**src/design/gccb_divider.sv**
```systemverilog
// Shared restoring divider that produces one quotient bit per cycle.
module gccb_divider #(
  parameter int DW = 48,
  parameter int VW = 40
) (
  input  logic          clk,
  input  logic          rst_n,
  input  logic          start,
  input  logic [DW-1:0] dividend,
  input  logic [VW-1:0] divisor,
  output logic          done,
  output logic [DW-1:0] quotient
);

  localparam int CW = $clog2(DW + 1);

  logic [VW-1:0] rem_r, rem_nxt;
  logic [DW-1:0] quo_r, quo_nxt;
  logic [VW-1:0] dsr_r, dsr_nxt;
  logic [CW-1:0] cnt_r, cnt_nxt;
  logic          busy_r, busy_nxt;
  logic          done_r, done_nxt;
  logic [VW:0]   trial;
  logic [VW:0]   diff;
  logic          fits;

  assign trial = {rem_r, quo_r[DW-1]};
  assign diff  = trial - {1'b0, dsr_r};
  assign fits  = trial >= {1'b0, dsr_r};

  always_comb begin
    rem_nxt  = rem_r;
    quo_nxt  = quo_r;
    dsr_nxt  = dsr_r;
    cnt_nxt  = cnt_r;
    busy_nxt = busy_r;
    done_nxt = 1'b0;
    if (start) begin
      rem_nxt  = '0;
      quo_nxt  = dividend;
      dsr_nxt  = divisor;
      cnt_nxt  = CW'(DW);
      busy_nxt = 1'b1;
    end else if (busy_r) begin
      rem_nxt = fits ? diff[VW-1:0] : trial[VW-1:0];
      quo_nxt = {quo_r[DW-2:0], fits};
      cnt_nxt = cnt_r - CW'(1);
      if (cnt_r == CW'(1)) begin
        busy_nxt = 1'b0;
        done_nxt = 1'b1;
      end
    end
  end

  always_ff @(posedge clk) begin
    rem_r <= rem_nxt;
    quo_r <= quo_nxt;
    dsr_r <= dsr_nxt;
    if (!rst_n) begin
      cnt_r  <= '0;
      busy_r <= 1'b0;
      done_r <= 1'b0;
    end else begin
      cnt_r  <= cnt_nxt;
      busy_r <= busy_nxt;
      done_r <= done_nxt;
    end
  end

  assign done     = done_r;
  assign quotient = quo_r;

endmodule

```
**config.mk**
```make
export PLATFORM = sky130hd
export DESIGN_NAME = gccb_divider
export DESIGN_NICKNAME = d
export VERILOG_FILES = /design/src/design/gccb_divider.sv
export SDC_FILE = /design/constraint.sdc
export NUM_CORES = 1
export LEC_CHECK = 0
export ABC_CLOCK_PERIOD_IN_PS = 6800
export BUFFER_PORTS_ARGS = -buffer_cell sky130_fd_sc_hd__buf_2
export CAP_MARGIN = 0
export CORE_UTILIZATION = 55
export CTS_BUF_LIST = sky130_fd_sc_hd__clkbuf_16
export CTS_CLUSTER_DIAMETER = 40
export CTS_CLUSTER_SIZE = 28
export DETAILED_ROUTE_END_ITERATION = 10
export GPL_TIMING_DRIVEN = 0
export PLACE_DENSITY_LB_ADDON = 0.25
export REMOVE_ABC_BUFFERS = 1
export SLEW_MARGIN = 25
export SYNTH_ARGS = -nofsm -noshare
export SYNTH_HDL_FRONTEND = slang
export SYNTH_SLANG_ARGS = --single-unit
```
**constraint.sdc**
```tcl
create_clock -name clk -period 6.8 [get_ports clk]
set_clock_uncertainty 0.05 [all_clocks]
set_input_delay 1.7 -clock clk [delete_from_list [all_inputs] [get_ports clk]]
set_output_delay 1.7 -clock clk [all_outputs]
set_load 0.03 [all_outputs]
```
# [Word level (Yosys, flattened, before mapping)]
# Cells that the tools add are included.
[totals] regBits=136 inputBits=91 out_inout_bits=49 word_cells=25
[classes] n_addsub=2 order_cmp=1 n_eq_ne=1 n_mux=9 bitwise=2 reduce_logical=3
[ops] operator="two-way mux 48 bit" n=2
[ops] operator=">= comparator 41 x 40 -> 1 bit" n=1
[ops] operator="two-way mux 40 bit" n=1
[ops] operator="subtractor 40 bit" n=1
[ops] operator="two-way mux 6 bit" n=2
[ops] operator="== test 6 x 1 -> 1 bit, second input constant" n=1
[ops] operator="subtractor 6 x 1 -> 6 bit, second input constant" n=1
[ops] operator="two-way mux 1 bit" n=4
[ops] operator="OR reduction 3 bit" n=1
[ops] operator="inverter 1 bit" n=2
[ops] operator="nonzero test 2 bit" n=1
[ops] operator="OR reduction 2 bit" n=1

# [Depth between registers and ports, before layout]
# Gate-level depths: netlist of run 1.
[depth] depth_word=4 depth_mapped=15 mapped_depth_nobuf=13

# [Least setup slack after synthesis of run 1]
# OpenSTA, ideal clock, no wires.
[synth_timing] path_kind="input to register" from="input port start" to="register quo_r[0], in the netlist quotient[0], enable pin" setup_time_ns=0.384 t_arrival_ns=3.008 required_ns=6.366 setup_slack_ns=3.358 stages=3 n_path_buf=2 path_cell_list="clkbuf_1 -> clkbuf_1 -> or2_2"
[synth_via] elab_chain_len=1
[synth_rtl] item="start, declared" line="8" text="input logic start,"
[synth_rtl] item="nonzero test 2 bit (no source line)"
[synth_rtl] item="end signal, assigned" line="57" text="quo_r <= quo_nxt;"
[synth_rtl] item="end, declared" line="18" text="logic [DW-1:0] quo_r, quo_nxt;"
# No other way between the ends.
# A chain may end at the register's enable or synchronous reset.

# [Worst setup path in the final report of run 1]
[layout_timing] from="register dsr_r[14]" to="register rem_r[13]"
[layout_via] elab_chain_len=2
[layout_rtl] item="start, declared" line="19" text="logic [VW-1:0] dsr_r, dsr_nxt;"
[layout_rtl] item="start signal, assigned" line="58" text="dsr_r <= dsr_nxt;"
[layout_rtl] item=">= comparator 41 x 40 -> 1 bit" line="29" text="assign fits = trial >= {1'b0, dsr_r};"
[layout_rtl] item="two-way mux 40 bit" line="45" text="rem_nxt = fits ? diff[VW-1:0] : trial[VW-1:0];"
[layout_rtl] item="end signal, assigned" line="56" text="rem_r <= rem_nxt;"
[layout_rtl] item="end, declared" line="17" text="logic [VW-1:0] rem_r, rem_nxt;"
# No other way between the ends.

==> results of run 1 <==
## Yosys cell counts (4+ instances only)
cell type   n  area [um2]
clkbuf_1   19        71.3
inv_1      54         203
buf_2       5        25.0
a21oi_1    49         245
nand4_1     9        56.3
o21ai_1     7        35.0
nand3_1     8        40.0
ha_1       42         526
nand2b_1    8        50.1
buf_6       5        56.3
mux2i_1    15         150
nor2_1     75         282
nor2b_1     6        37.5
o211ai_1   19         143
buf_4       4        30.0
nand2_1    48         180
a21o_1     11        82.6
a211oi_1   24         180
xor2_1     15         131
o21a_1     12        90.1
nor3_1     12        60.1
dfxtp_1    48         961
xnor2_1    22         193
and3_1      7        43.8
edfxtp_1   88        2640
o21ai_0    38         190
o21bai_1    8        60.1
mux2_2     49         552
a31oi_1     4        25.0
## layer usage
| metal | up-vias | share of wire |
|---|---|---|
| li1 | 2996 | - |
| met1 | 2841 | 0.43 |
| met2 | 202 | 0.48 |
| met3 | 32 | 0.066 |
| met4 | 0 | 0.022 |
| met5 | - | 0 |
## per-stage QoR
| stage | instance area [um2] | utilization | power (uW) |
|---|---|---|---|
| after floorplan | 7560 | - | 1460 |
| after global placement | 8490 | 0.614 | 1610 |
| after detailed placement | 8520 | 0.616 | 1620 |
| after CTS | 9080 | 0.657 | 2490 |
| after global routing | 9080 | 0.657 | 2600 |
| final | 9080 | 0.657 | 2480 |
## power breakdown
group | total [uW] | switching (uW) | internal, uW
Clock | 868 | 367 | 501
Sequential | 1020 | 51.0 | 966
Combinational | 600 | 361 | 239
Total | 2480 | 779 | 1710
## cell usage in the layout, fill, tap and decap left out, drive strengths merged, types with 15 or more instances in the layout
cell    netlist  routed
nor2         75      75
mux2i        15      15
a211oi       27      27
edfxtp       88      88
dfxtp        48      48
xor2         15      15
o21ai        45      45
nand2        48      48
mux2         49      49
xnor2        22      22
clkbuf       19      17
o211ai       19      19
inv          54      57
a21oi        53      53
ha           42      42
buf          16     140
## state kept, by name (all words and copies together) (netlist names)
| signal | count |
|---|---|
| busy_r | 1 |
| cnt_r | 6 |
| done | 1 |
| dsr_r | 40 |
| quotient | 48 |
| rem_r | 40 |
## tightest hold or removal path, delay by kind of cell (launching register included)
kind            cells  cell delay [ns]
flops               1             0.32
simple gates        1             0.07
compound gates      1             0.05
## cell families (layout without fill, tap and decap cells)
group,count (synthesis),count (layout)
AOI/OAI and AO/OA,197,197
and+or+nand+nor,190,190
DFF,136,136
buffers and inverters,89,226
muxes,64,64
adders and majority gates,43,43
xor gates and xnor gates,37,37
## final timing paths
kind                               start                      to  slack [ns]  cells after the start
setup / recovery     dsr_r[14]$_DFFE_PP_  rem_r[13]$_SDFFE_PP0P_        3.25                     12
hold / removal    rem_r[32]$_SDFFE_PP0P_  rem_r[32]$_SDFFE_PP0P_        0.44                      2
setup reg to reg     dsr_r[14]$_DFFE_PP_  rem_r[13]$_SDFFE_PP0P_        3.25                     12
hold reg to reg   rem_r[32]$_SDFFE_PP0P_  rem_r[32]$_SDFFE_PP0P_        0.44                      2
## layout make-up
class / count / area share
Sequential cell: 136 / 0.397
Clock buffer: 17 / 0.0469
Timing Repair Buffer: 140 / 0.0803
Clock inverter: 15 / 0.0142
Tap cell: 180 / 0.0248
Inverter: 54 / 0.0223
Multi-Input combinational cell: 531 / 0.414
==> summary.txt, run 1 <==
Residual DRC - 0
Clk sinks - 136
Sequential cell area - 3610 um2
CP Max Fanout - 67
Initial Util - 0.561
Final setup viols - 0
Wire length per cell - 15.8 um
Critical path class - register to register
Synthesized area - 7750 um2
CP Buf/Inv Count - 1
Vias in the first global route - 6040
H-Tree Depth - 4
RSZ-0062 raised after global routing - no
Routed vias/inst - 5.66
Leak pwr - 0.00391 uW
Status - completed
DRT iter0 DRCs - 376
Largest net degree at the start of global routing - 76
CP required - 7.11 ns
Die area - 14600 um2
Final ANT Viol Nets - 0
Synth Area per Inst - 10.3 um2
I/O Buffers - 139
DR pass1 iterations - 7
Async SR Flop Fraction - 0
Worst Setup End Kind - register
Vias - 6071
Share of cells above drive strength 1 - 0.261
Worst-Margin Slew - 0.933 ns
Worst skew pair latency - 0.43 ns
Met2 GRT Util - 0.406
Startpoint types - register
Layout area overhead - 17.1%
Number of synthesized flops with an enable pin - 88
Synth cell types - 58
Slowest-stage cell, CP - o21ba_4
Final Hold Violating Endpoints - 0
Cells after synthesis - 756
FILL cells - 1081
Setup WS post-layout - 3.25 ns
Setup bufs post-CTS - 0
XOR/XNOR Fraction of Synth Area - 0.0418
WL final - 16.9 mm
Max Cap Viol - 0
Root buf cell - clkbuf_16
Setup_tns - 0 ns
Power per cell area - 274 nW/um2
Final instance count without filler cells - 1073
Gr busiest metal - met2
Total GRT Usage - 0.246
Cts repair resizes - 0
Multi-input logic area - 3760 um2
Post-Synth Simple-Gate Area - 0.113
Rows - 43
Ys flop type - edfxtp_1
Arrival @ worst endpoint - 3.86 ns
Peak per-stage delay on the critical path - 0.78 ns
GRT met3 Usage - 0.0670
Worst vdd ir - 0.223 mV
Core Box Area - 13800 um2
Post-place setup slack - 3.14 ns
TritonCTS buffer count - 17
Worst-path cell chain - inv_1 > ha_1 > a21oi_2 > o21ai_1 > or3_1 > a41o_1 > a31oi_4 > o21ba_4 > nand2_1 > o211ai_1 > o21ai_0 > nor2_1
Gpl congestion - 0.905
Fmax - 281 MHz
CTS tree - built
Slew Viols, Final - 0
Yosys warns - 0
Mux contribution to synthesized area - 0.0905
Synth Area in Adders - 0.0703
Crit path time final - 3.55 ns
Initial antenna violation count - 0
Post-synthesis sequential area ratio - 0.465
Met1 usage - 0.303
Total gr overflow - 0
Hpwl dp - 11.7 mm
Top delay family on crit path - compound AO/OA/AOI/OAI gates
Fin Hold WS - 0.442 ns
I/O Pins - 140
Fin crit share - 0.523
Dpl cells - 1041
N_diodes - 0
Slew HR - 0.378
Die height - 121 um
Nets - 1014
Register bit total from synthesis - 136
Clock transition at path regs - 0.06 ns
Die width - 121 um
Hold buffers post-CTS - 0
Compound-Gate Fraction of Synth Area - 0.169
Largest family of logic cells by synthesized area - compound AO/OA/AOI/OAI gates
Hold WC Path Type - register to register
Global-route wire length before repair - 28.3 mm
CTS Buffer Depth - 2
Note: power is estimated with default switching activity, not from simulation.
==> run 2: changes to the inputs <==
ABC_CLOCK_PERIOD_IN_PS = 3500   (was 6800)
clock period = 3.5 ns   (was 6.8 ns; I/O delays follow)
==> run 2 against run 1 <==
  * Power is 95% higher
  * Hold slack hardly changed
  * Clock power is 95% higher
  * Register-to-register slack worse by 3.0 ns
  * Routed wire length is 3.4% higher
  * First-iteration DRC count is 15% higher
  * Via count is 1.8% higher
  * Maximum frequency is 9.3% higher
==> summary.txt, run 2 (synthesis gave the netlist of run 1 again) <==
Status - completed
Most frequent cells in the layout - 138 x buf_2, 88 x edfxtp_1, 75 x nor2_1
Crit path time final - 3.25 ns (-0.301 ns)
Setup bufs post-CTS - 0 (unchanged)
Core Box Area - 13800 um2 (unchanged)
Number of flip-flops in the largest register - 48 (unchanged)
I/O Pins - 140 (unchanged)
Worst vdd ir - 0.434 mV (+95%)
Hpwl dp - 11.7 mm (unchanged)
Clock transition at path regs - 0.06 ns (about the same)
Worst Setup End Kind - register
Hold WC Path Type - register to register
TritonCTS buffer count - 17 (unchanged)
Hold buffers post-CTS - 0 (unchanged)
RSZ-0062 raised after global routing - no
Fin Hold WS - 0.442 ns (+0.0000240 ns)
Die width - 121 um (unchanged)
Worst skew pair latency - 0.43 ns (about the same)
DRT iter0 DRCs - 433 (+15%)
Total GRT Usage - 0.251 (+0.00482)
Clk sinks - 136 (unchanged)
Root buf cell - clkbuf_16
Fin crit share - 0.930 (+0.407)
Arrival @ worst endpoint - 3.47 ns (-0.39 ns)
Most common cell after layout, fill and taps aside - buf_2
Largest net degree at the start of global routing - 76 (unchanged)
I/O Buffers - 139 (unchanged)
Wire length per cell - 16.3 um (+3.2%)
N_diodes - 0 (unchanged)
Initial antenna violation count - 0 (unchanged)
Power per cell area - 533 nW/um2 (+95%)
Vias - 6182 (+1.8%)
Final ANT Viol Nets - 0 (unchanged)
Setup_tns - 0 ns (unchanged)
CP Max Fanout - 17 (-75%)
Rows - 43 (unchanged)
Startpoint types - register
Nets - 1016 (+0.20%)
WL final - 17.5 mm (+3.4%)
Final Hold Violating Endpoints - 0 (unchanged)
Die height - 121 um (unchanged)
Share of cells above drive strength 1 - 0.265 (+0.00389)
Die area - 14600 um2 (unchanged)
DR pass1 iterations - 7 (unchanged)
Final setup viols - 0 (unchanged)
Vias in the first global route - 6114 (+1.2%)
Routed vias/inst - 5.75 (+1.6%)
Leak pwr - 0.00392 uW (+0.30%)
Total gr overflow - 0 (unchanged)
Fmax - 307 MHz (+9.3%)
Critical path class - register to register
Gpl congestion - 0.905 (unchanged)
Residual DRC - 0 (unchanged)
Slew Viols, Final - 0 (unchanged)
Slew HR - 0.490 (+0.112)
Layout area overhead - 17.6%
CTS tree - built
CP required - 3.72 ns (-3.39 ns)
Initial Util - 0.561 (unchanged)
Worst-Margin Slew - 0.765 ns (-0.168 ns)
Max Cap Viol - 0 (unchanged)
Global-route wire length before repair - 28.7 mm (+1.7%)
H-Tree Depth - 4 (unchanged)
CTS Buffer Depth - 2 (unchanged)
## run 2: final cells by class
| type | instances | area, um2 |
|---|---|---|
| fill | 1077 | 4710 |
| timing repair buffer | 140 | 729 |
| sequential | 136 | 3610 |
| inverter | 54 | 203 |
| clock inverter | 15 | 129 |
| tap | 180 | 225 |
| multi-input combinational | 533 | 3800 |
| clock buffer | 17 | 425 |
## run 2: power by group
| group | switching [uW] | internal (uW) | total (uW) |
|---|---|---|---|
| Combinational | 718 | 472 | 1190 |
| Sequential | 99.8 | 1880 | 1980 |
| Clock | 716 | 974 | 1690 |
## run 2: routing by layer
layer | up-vias | wire [um] | GRT usage
met2 | 238 | 8330 | 0.416
met4 | 0 | 429 | 0.106
met1 | 2904 | 7500 | 0.307
met3 | 39 | 1240 | 0.0675
li1 | 3001 | - | -
met5 | - | 0 | 0
## run 2: final timing paths
| kind | slack, ns | endpoint | depth (start not counted) | start |
|---|---|---|---|---|
| max | 0.25 | rem_r[20]$_SDFFE_PP0P_ | 10 | dsr_r[14]$_DFFE_PP_ |
| min | 0.44 | rem_r[32]$_SDFFE_PP0P_ | 2 | rem_r[32]$_SDFFE_PP0P_ |
| max reg2reg | 0.25 | rem_r[20]$_SDFFE_PP0P_ | 10 | dsr_r[14]$_DFFE_PP_ |
| min reg2reg | 0.44 | rem_r[32]$_SDFFE_PP0P_ | 2 | rem_r[32]$_SDFFE_PP0P_ |
## run 2: metrics by stage
stage / power (uW) / instance area [um2] / util / setup slack (ns) / cells
2_1_floorplan: 2830 / 7560 / - / 0.428 / 721
3_3_place_gp: 3120 / 8490 / 0.614 / -0.889 / 1040
3_5_place_dp: 3150 / 8520 / 0.616 / 0.0288 / 1041
4_1_cts: 4860 / 9090 / 0.657 / 0.0943 / 1074
5_1_grt: 5080 / 9120 / 0.659 / 0.0774 / 1075
6_report: 4860 / 9120 / 0.659 / 0.247 / 1075
## run 2: repair_timing
| action | CTS | global route |
|---|---|---|
| setup endpoints to repair | 2 | 29 |
| pin swaps | 1 | 1 |
| cloned | 1 | 1 |
| resized for setup | 0 | 3 |
## run 2: critical path, cell delays in order, from the launching register on
cell,delay [ns]
edfxtp_1,0.32
inv_1,0.04
ha_1,0.41
a21oi_2,0.25
o21ai_1,0.14
or3_1,0.37
a41o_1,0.29
a31oi_4,0.29
o21ba_2,0.55
mux2i_1,0.28
a211oi_1,0.09
==> run 3: changes to the inputs <==
MAX_ROUTING_LAYER = met4   (was unset)
==> run 3 against run 2 <==
  * Flip-flop and latch count unchanged
  * Combinational power about the same
  * Register-to-register slack improved by 0.02 ns
  * Critical path type unchanged
  * Critical path depth increased by 2
  * First-iteration DRC count decreased by 0.46%
  * Worst setup slack improved by 0.016 ns
  * Non-clock buffer count unchanged
  * Via count decreased by 0.24%
  * Clock power increased by 12%
  * Global-route usage increased by 0.13 points
  * Count of clock-buffer cells in the layout unchanged
==> summary.txt, run 3 (synthesis gave the netlist of run 1 again) <==
Status - completed
Total gr overflow - 0 (unchanged)
Post-place setup slack - 0.0165 ns (-0.0124 ns)
Reg2Reg Setup Slack - 0.26 ns (+0.02 ns)
I/O Pins - 140 (unchanged)
H-Tree Depth - 4 (unchanged)
Total GRT Usage - 0.252 (+0.00134)
Worst-path cell chain - inv_1 > ha_1 > a21oi_2 > o21ai_1 > or3_1 > a41o_1 > a31oi_4 > o21ba_4 > mux2i_1 > nor2_1 > a21oi_1 > a211oi_1
Slowest-stage cell, CP - o21ba_4
CTS Buffer Depth - 2 (unchanged)
TritonCTS buffer count - 17 (unchanged)
WL final - 17.3 mm (-1.1%)
Vias in the first global route - 6050 (-1.0%)
Reg-to-reg endpoint - rem_r[36]$_SDFFE_PP0P_
Hpwl dp - 11.8 mm (+0.90%)
Fmax - 309 MHz (+0.50%)
Worst skew pair latency - 0.43 ns (about the same)
Rows - 43 (unchanged)
Met1 usage - 0.299 (-0.00771)
Wire length per cell - 16.1 um (-1.0%)
Hold WC Path Type - register to register
Final setup viols - 0 (unchanged)
Power per cell area - 551 nW/um2 (+3.4%)
Die height - 121 um (unchanged)
DRT iter0 DRCs - 431 (-0.46%)
Most frequent cells in the layout - 138 x buf_2, 88 x edfxtp_1, 75 x nor2_1
Vias - 6167 (-0.24%)
RSZ-0062 raised after global routing - no
R2r startpoint - dsr_r[20]$_DFFE_PP_
Fin crit share - 0.925 (-0.00458)
Clk sinks - 136 (unchanged)
Layout area overhead - 18.4%
Reg2reg path depth - 12 (+2)
Worst setup startpoint - dsr_r[20]$_DFFE_PP_
Final Hold Violating Endpoints - 0 (unchanged)
Gr busiest metal - met2
Worst vdd ir - 0.527 mV (+21%)
Initial antenna violation count - 0 (unchanged)
Peak per-stage delay on the critical path - 0.54 ns (about the same)
Met2 GRT Util - 0.421 (+0.00503)
CTS tree - built
Number of flip-flops in the largest register - 48 (unchanged)
Share of cells above drive strength 1 - 0.271 (+0.00589)
Worst-Margin Slew - 0.755 ns (-0.00974 ns)
GRT met3 Usage - 0.0618 (-0.00566)
N_diodes - 0 (unchanged)
Setup bufs post-CTS - 0 (unchanged)
Crit path time final - 3.24 ns (-0.0160 ns)
I/O Buffers - 139 (unchanged)
Worst Setup End Kind - register
Initial Util - 0.561 (unchanged)
Routed vias/inst - 5.74 (-0.15%)
Root buf cell - clkbuf_16
DR pass1 iterations - 5 (-2)
Critical path class - register to register
Largest net degree at the start of global routing - 76 (unchanged)
Final ANT Viol Nets - 0 (unchanged)
Die width - 121 um (unchanged)
Nets - 1015 (-0.098%)
CP Max Fanout - 34 (+17)
Setup WS post-layout - 0.263 ns (+0.0160 ns)
Most common cell after layout, fill and taps aside - buf_2
Slew HR - 0.496 (+0.00650)
Slew Viols, Final - 0 (unchanged)
Core Box Area - 13800 um2 (unchanged)
Startpoint types - register
Fin Hold WS - 0.441 ns (-0.000351 ns)
CP required - 3.73 ns (about the same)
Die area - 14600 um2 (unchanged)
Arrival @ worst endpoint - 3.47 ns (about the same)
Critical Path Sink - rem_r[36]$_SDFFE_PP0P_
Global-route wire length before repair - 28.0 mm (-2.7%)
Leak pwr - 0.00396 uW (+0.95%)
Max Cap Viol - 0 (unchanged)
Hold path depth - 2 (unchanged)
Clock transition at path regs - 0.06 ns (about the same)
Gpl congestion - 0.911 (+0.74%)
Residual DRC - 0 (unchanged)
-- run 3: changes by cell type in the layout (fill, tap and decap cells not counted), sizes merged --
cell,before,now
o21ba,3,2
inv,57,63
bufinv,1,3
clkinv,8,2
clkinvlp,3,1
-- run 3: how the worst min path moves through the flow --
stage | from | endpoint | slack, ns
after floorplan | rem_r[32]$_SDFFE_PP0P_ | rem_r[32]$_SDFFE_PP0P_ | 0.40
after global placement | rem_r[32]$_SDFFE_PP0P_ | rem_r[32]$_SDFFE_PP0P_ | 0.42
after detailed placement | rem_r[32]$_SDFFE_PP0P_ | rem_r[32]$_SDFFE_PP0P_ | 0.43
after CTS | rem_r[32]$_SDFFE_PP0P_ | rem_r[32]$_SDFFE_PP0P_ | 0.44
after global routing | rem_r[27]$_SDFFE_PP0P_ | rem_r[27]$_SDFFE_PP0P_ | 0.48
final | rem_r[32]$_SDFFE_PP0P_ | rem_r[32]$_SDFFE_PP0P_ | 0.44
-- run 3: timing repair --
action / in CTS / in global routing
setup endpoints to repair: 0 / 40
gates resized for setup: 0 / 5
hold buffers: 0 / 0
-- run 3: through the flow --
stage | power, uW | area [um2] | setup TNS, ns | utilization | instances
final | 5060 | 9180 | 0 | 0.664 | 1074
after global routing | 5290 | 9180 | 0 | 0.664 | 1074
after CTS | 5060 | 9150 | 0 | 0.662 | 1073
after detailed placement | 3150 | 8520 | 0 | 0.616 | 1041
after global placement | 3120 | 8490 | -49.93 | 0.614 | 1040
after floorplan | 2830 | 7560 | 0 | - | 721
-- run 3: cell type report --
| type | count | area (um2) |
|---|---|---|
| Multi-Input combinational cell | 532 | 3790 |
| Timing Repair Buffer | 140 | 729 |
| Clock inverter | 15 | 199 |
| Clock buffer | 17 | 425 |
| Inverter | 54 | 203 |
| Fill cell | 1080 | 4640 |
| Tap cell | 180 | 225 |
| Sequential cell | 136 | 3610 |
-- run 3: per-layer routing --
metal / vias to the layer above / wire [um]
met5: - / 0
met4: 0 / 286
met3: 25 / 1080
met2: 209 / 8400
met1: 2923 / 7530
li1: 3010 / -
-- run 3: critical path: cells and delay by family (launching register included) --
family / cells / cell delay [ns]
flops: 1 / 0.33
compound gates: 7 / 1.59
mux: 1 / 0.26
simple gates: 2 / 0.45
fa+ha+maj: 1 / 0.37
buf+inv: 1 / 0.04
-- run 3: power breakdown --
group	switching (uW)	total [uW]	internal, uW
Clock	753	1900	1150
Combinational	709	1180	471
Sequential	101	1980	1880
Total	1560	5060	3500
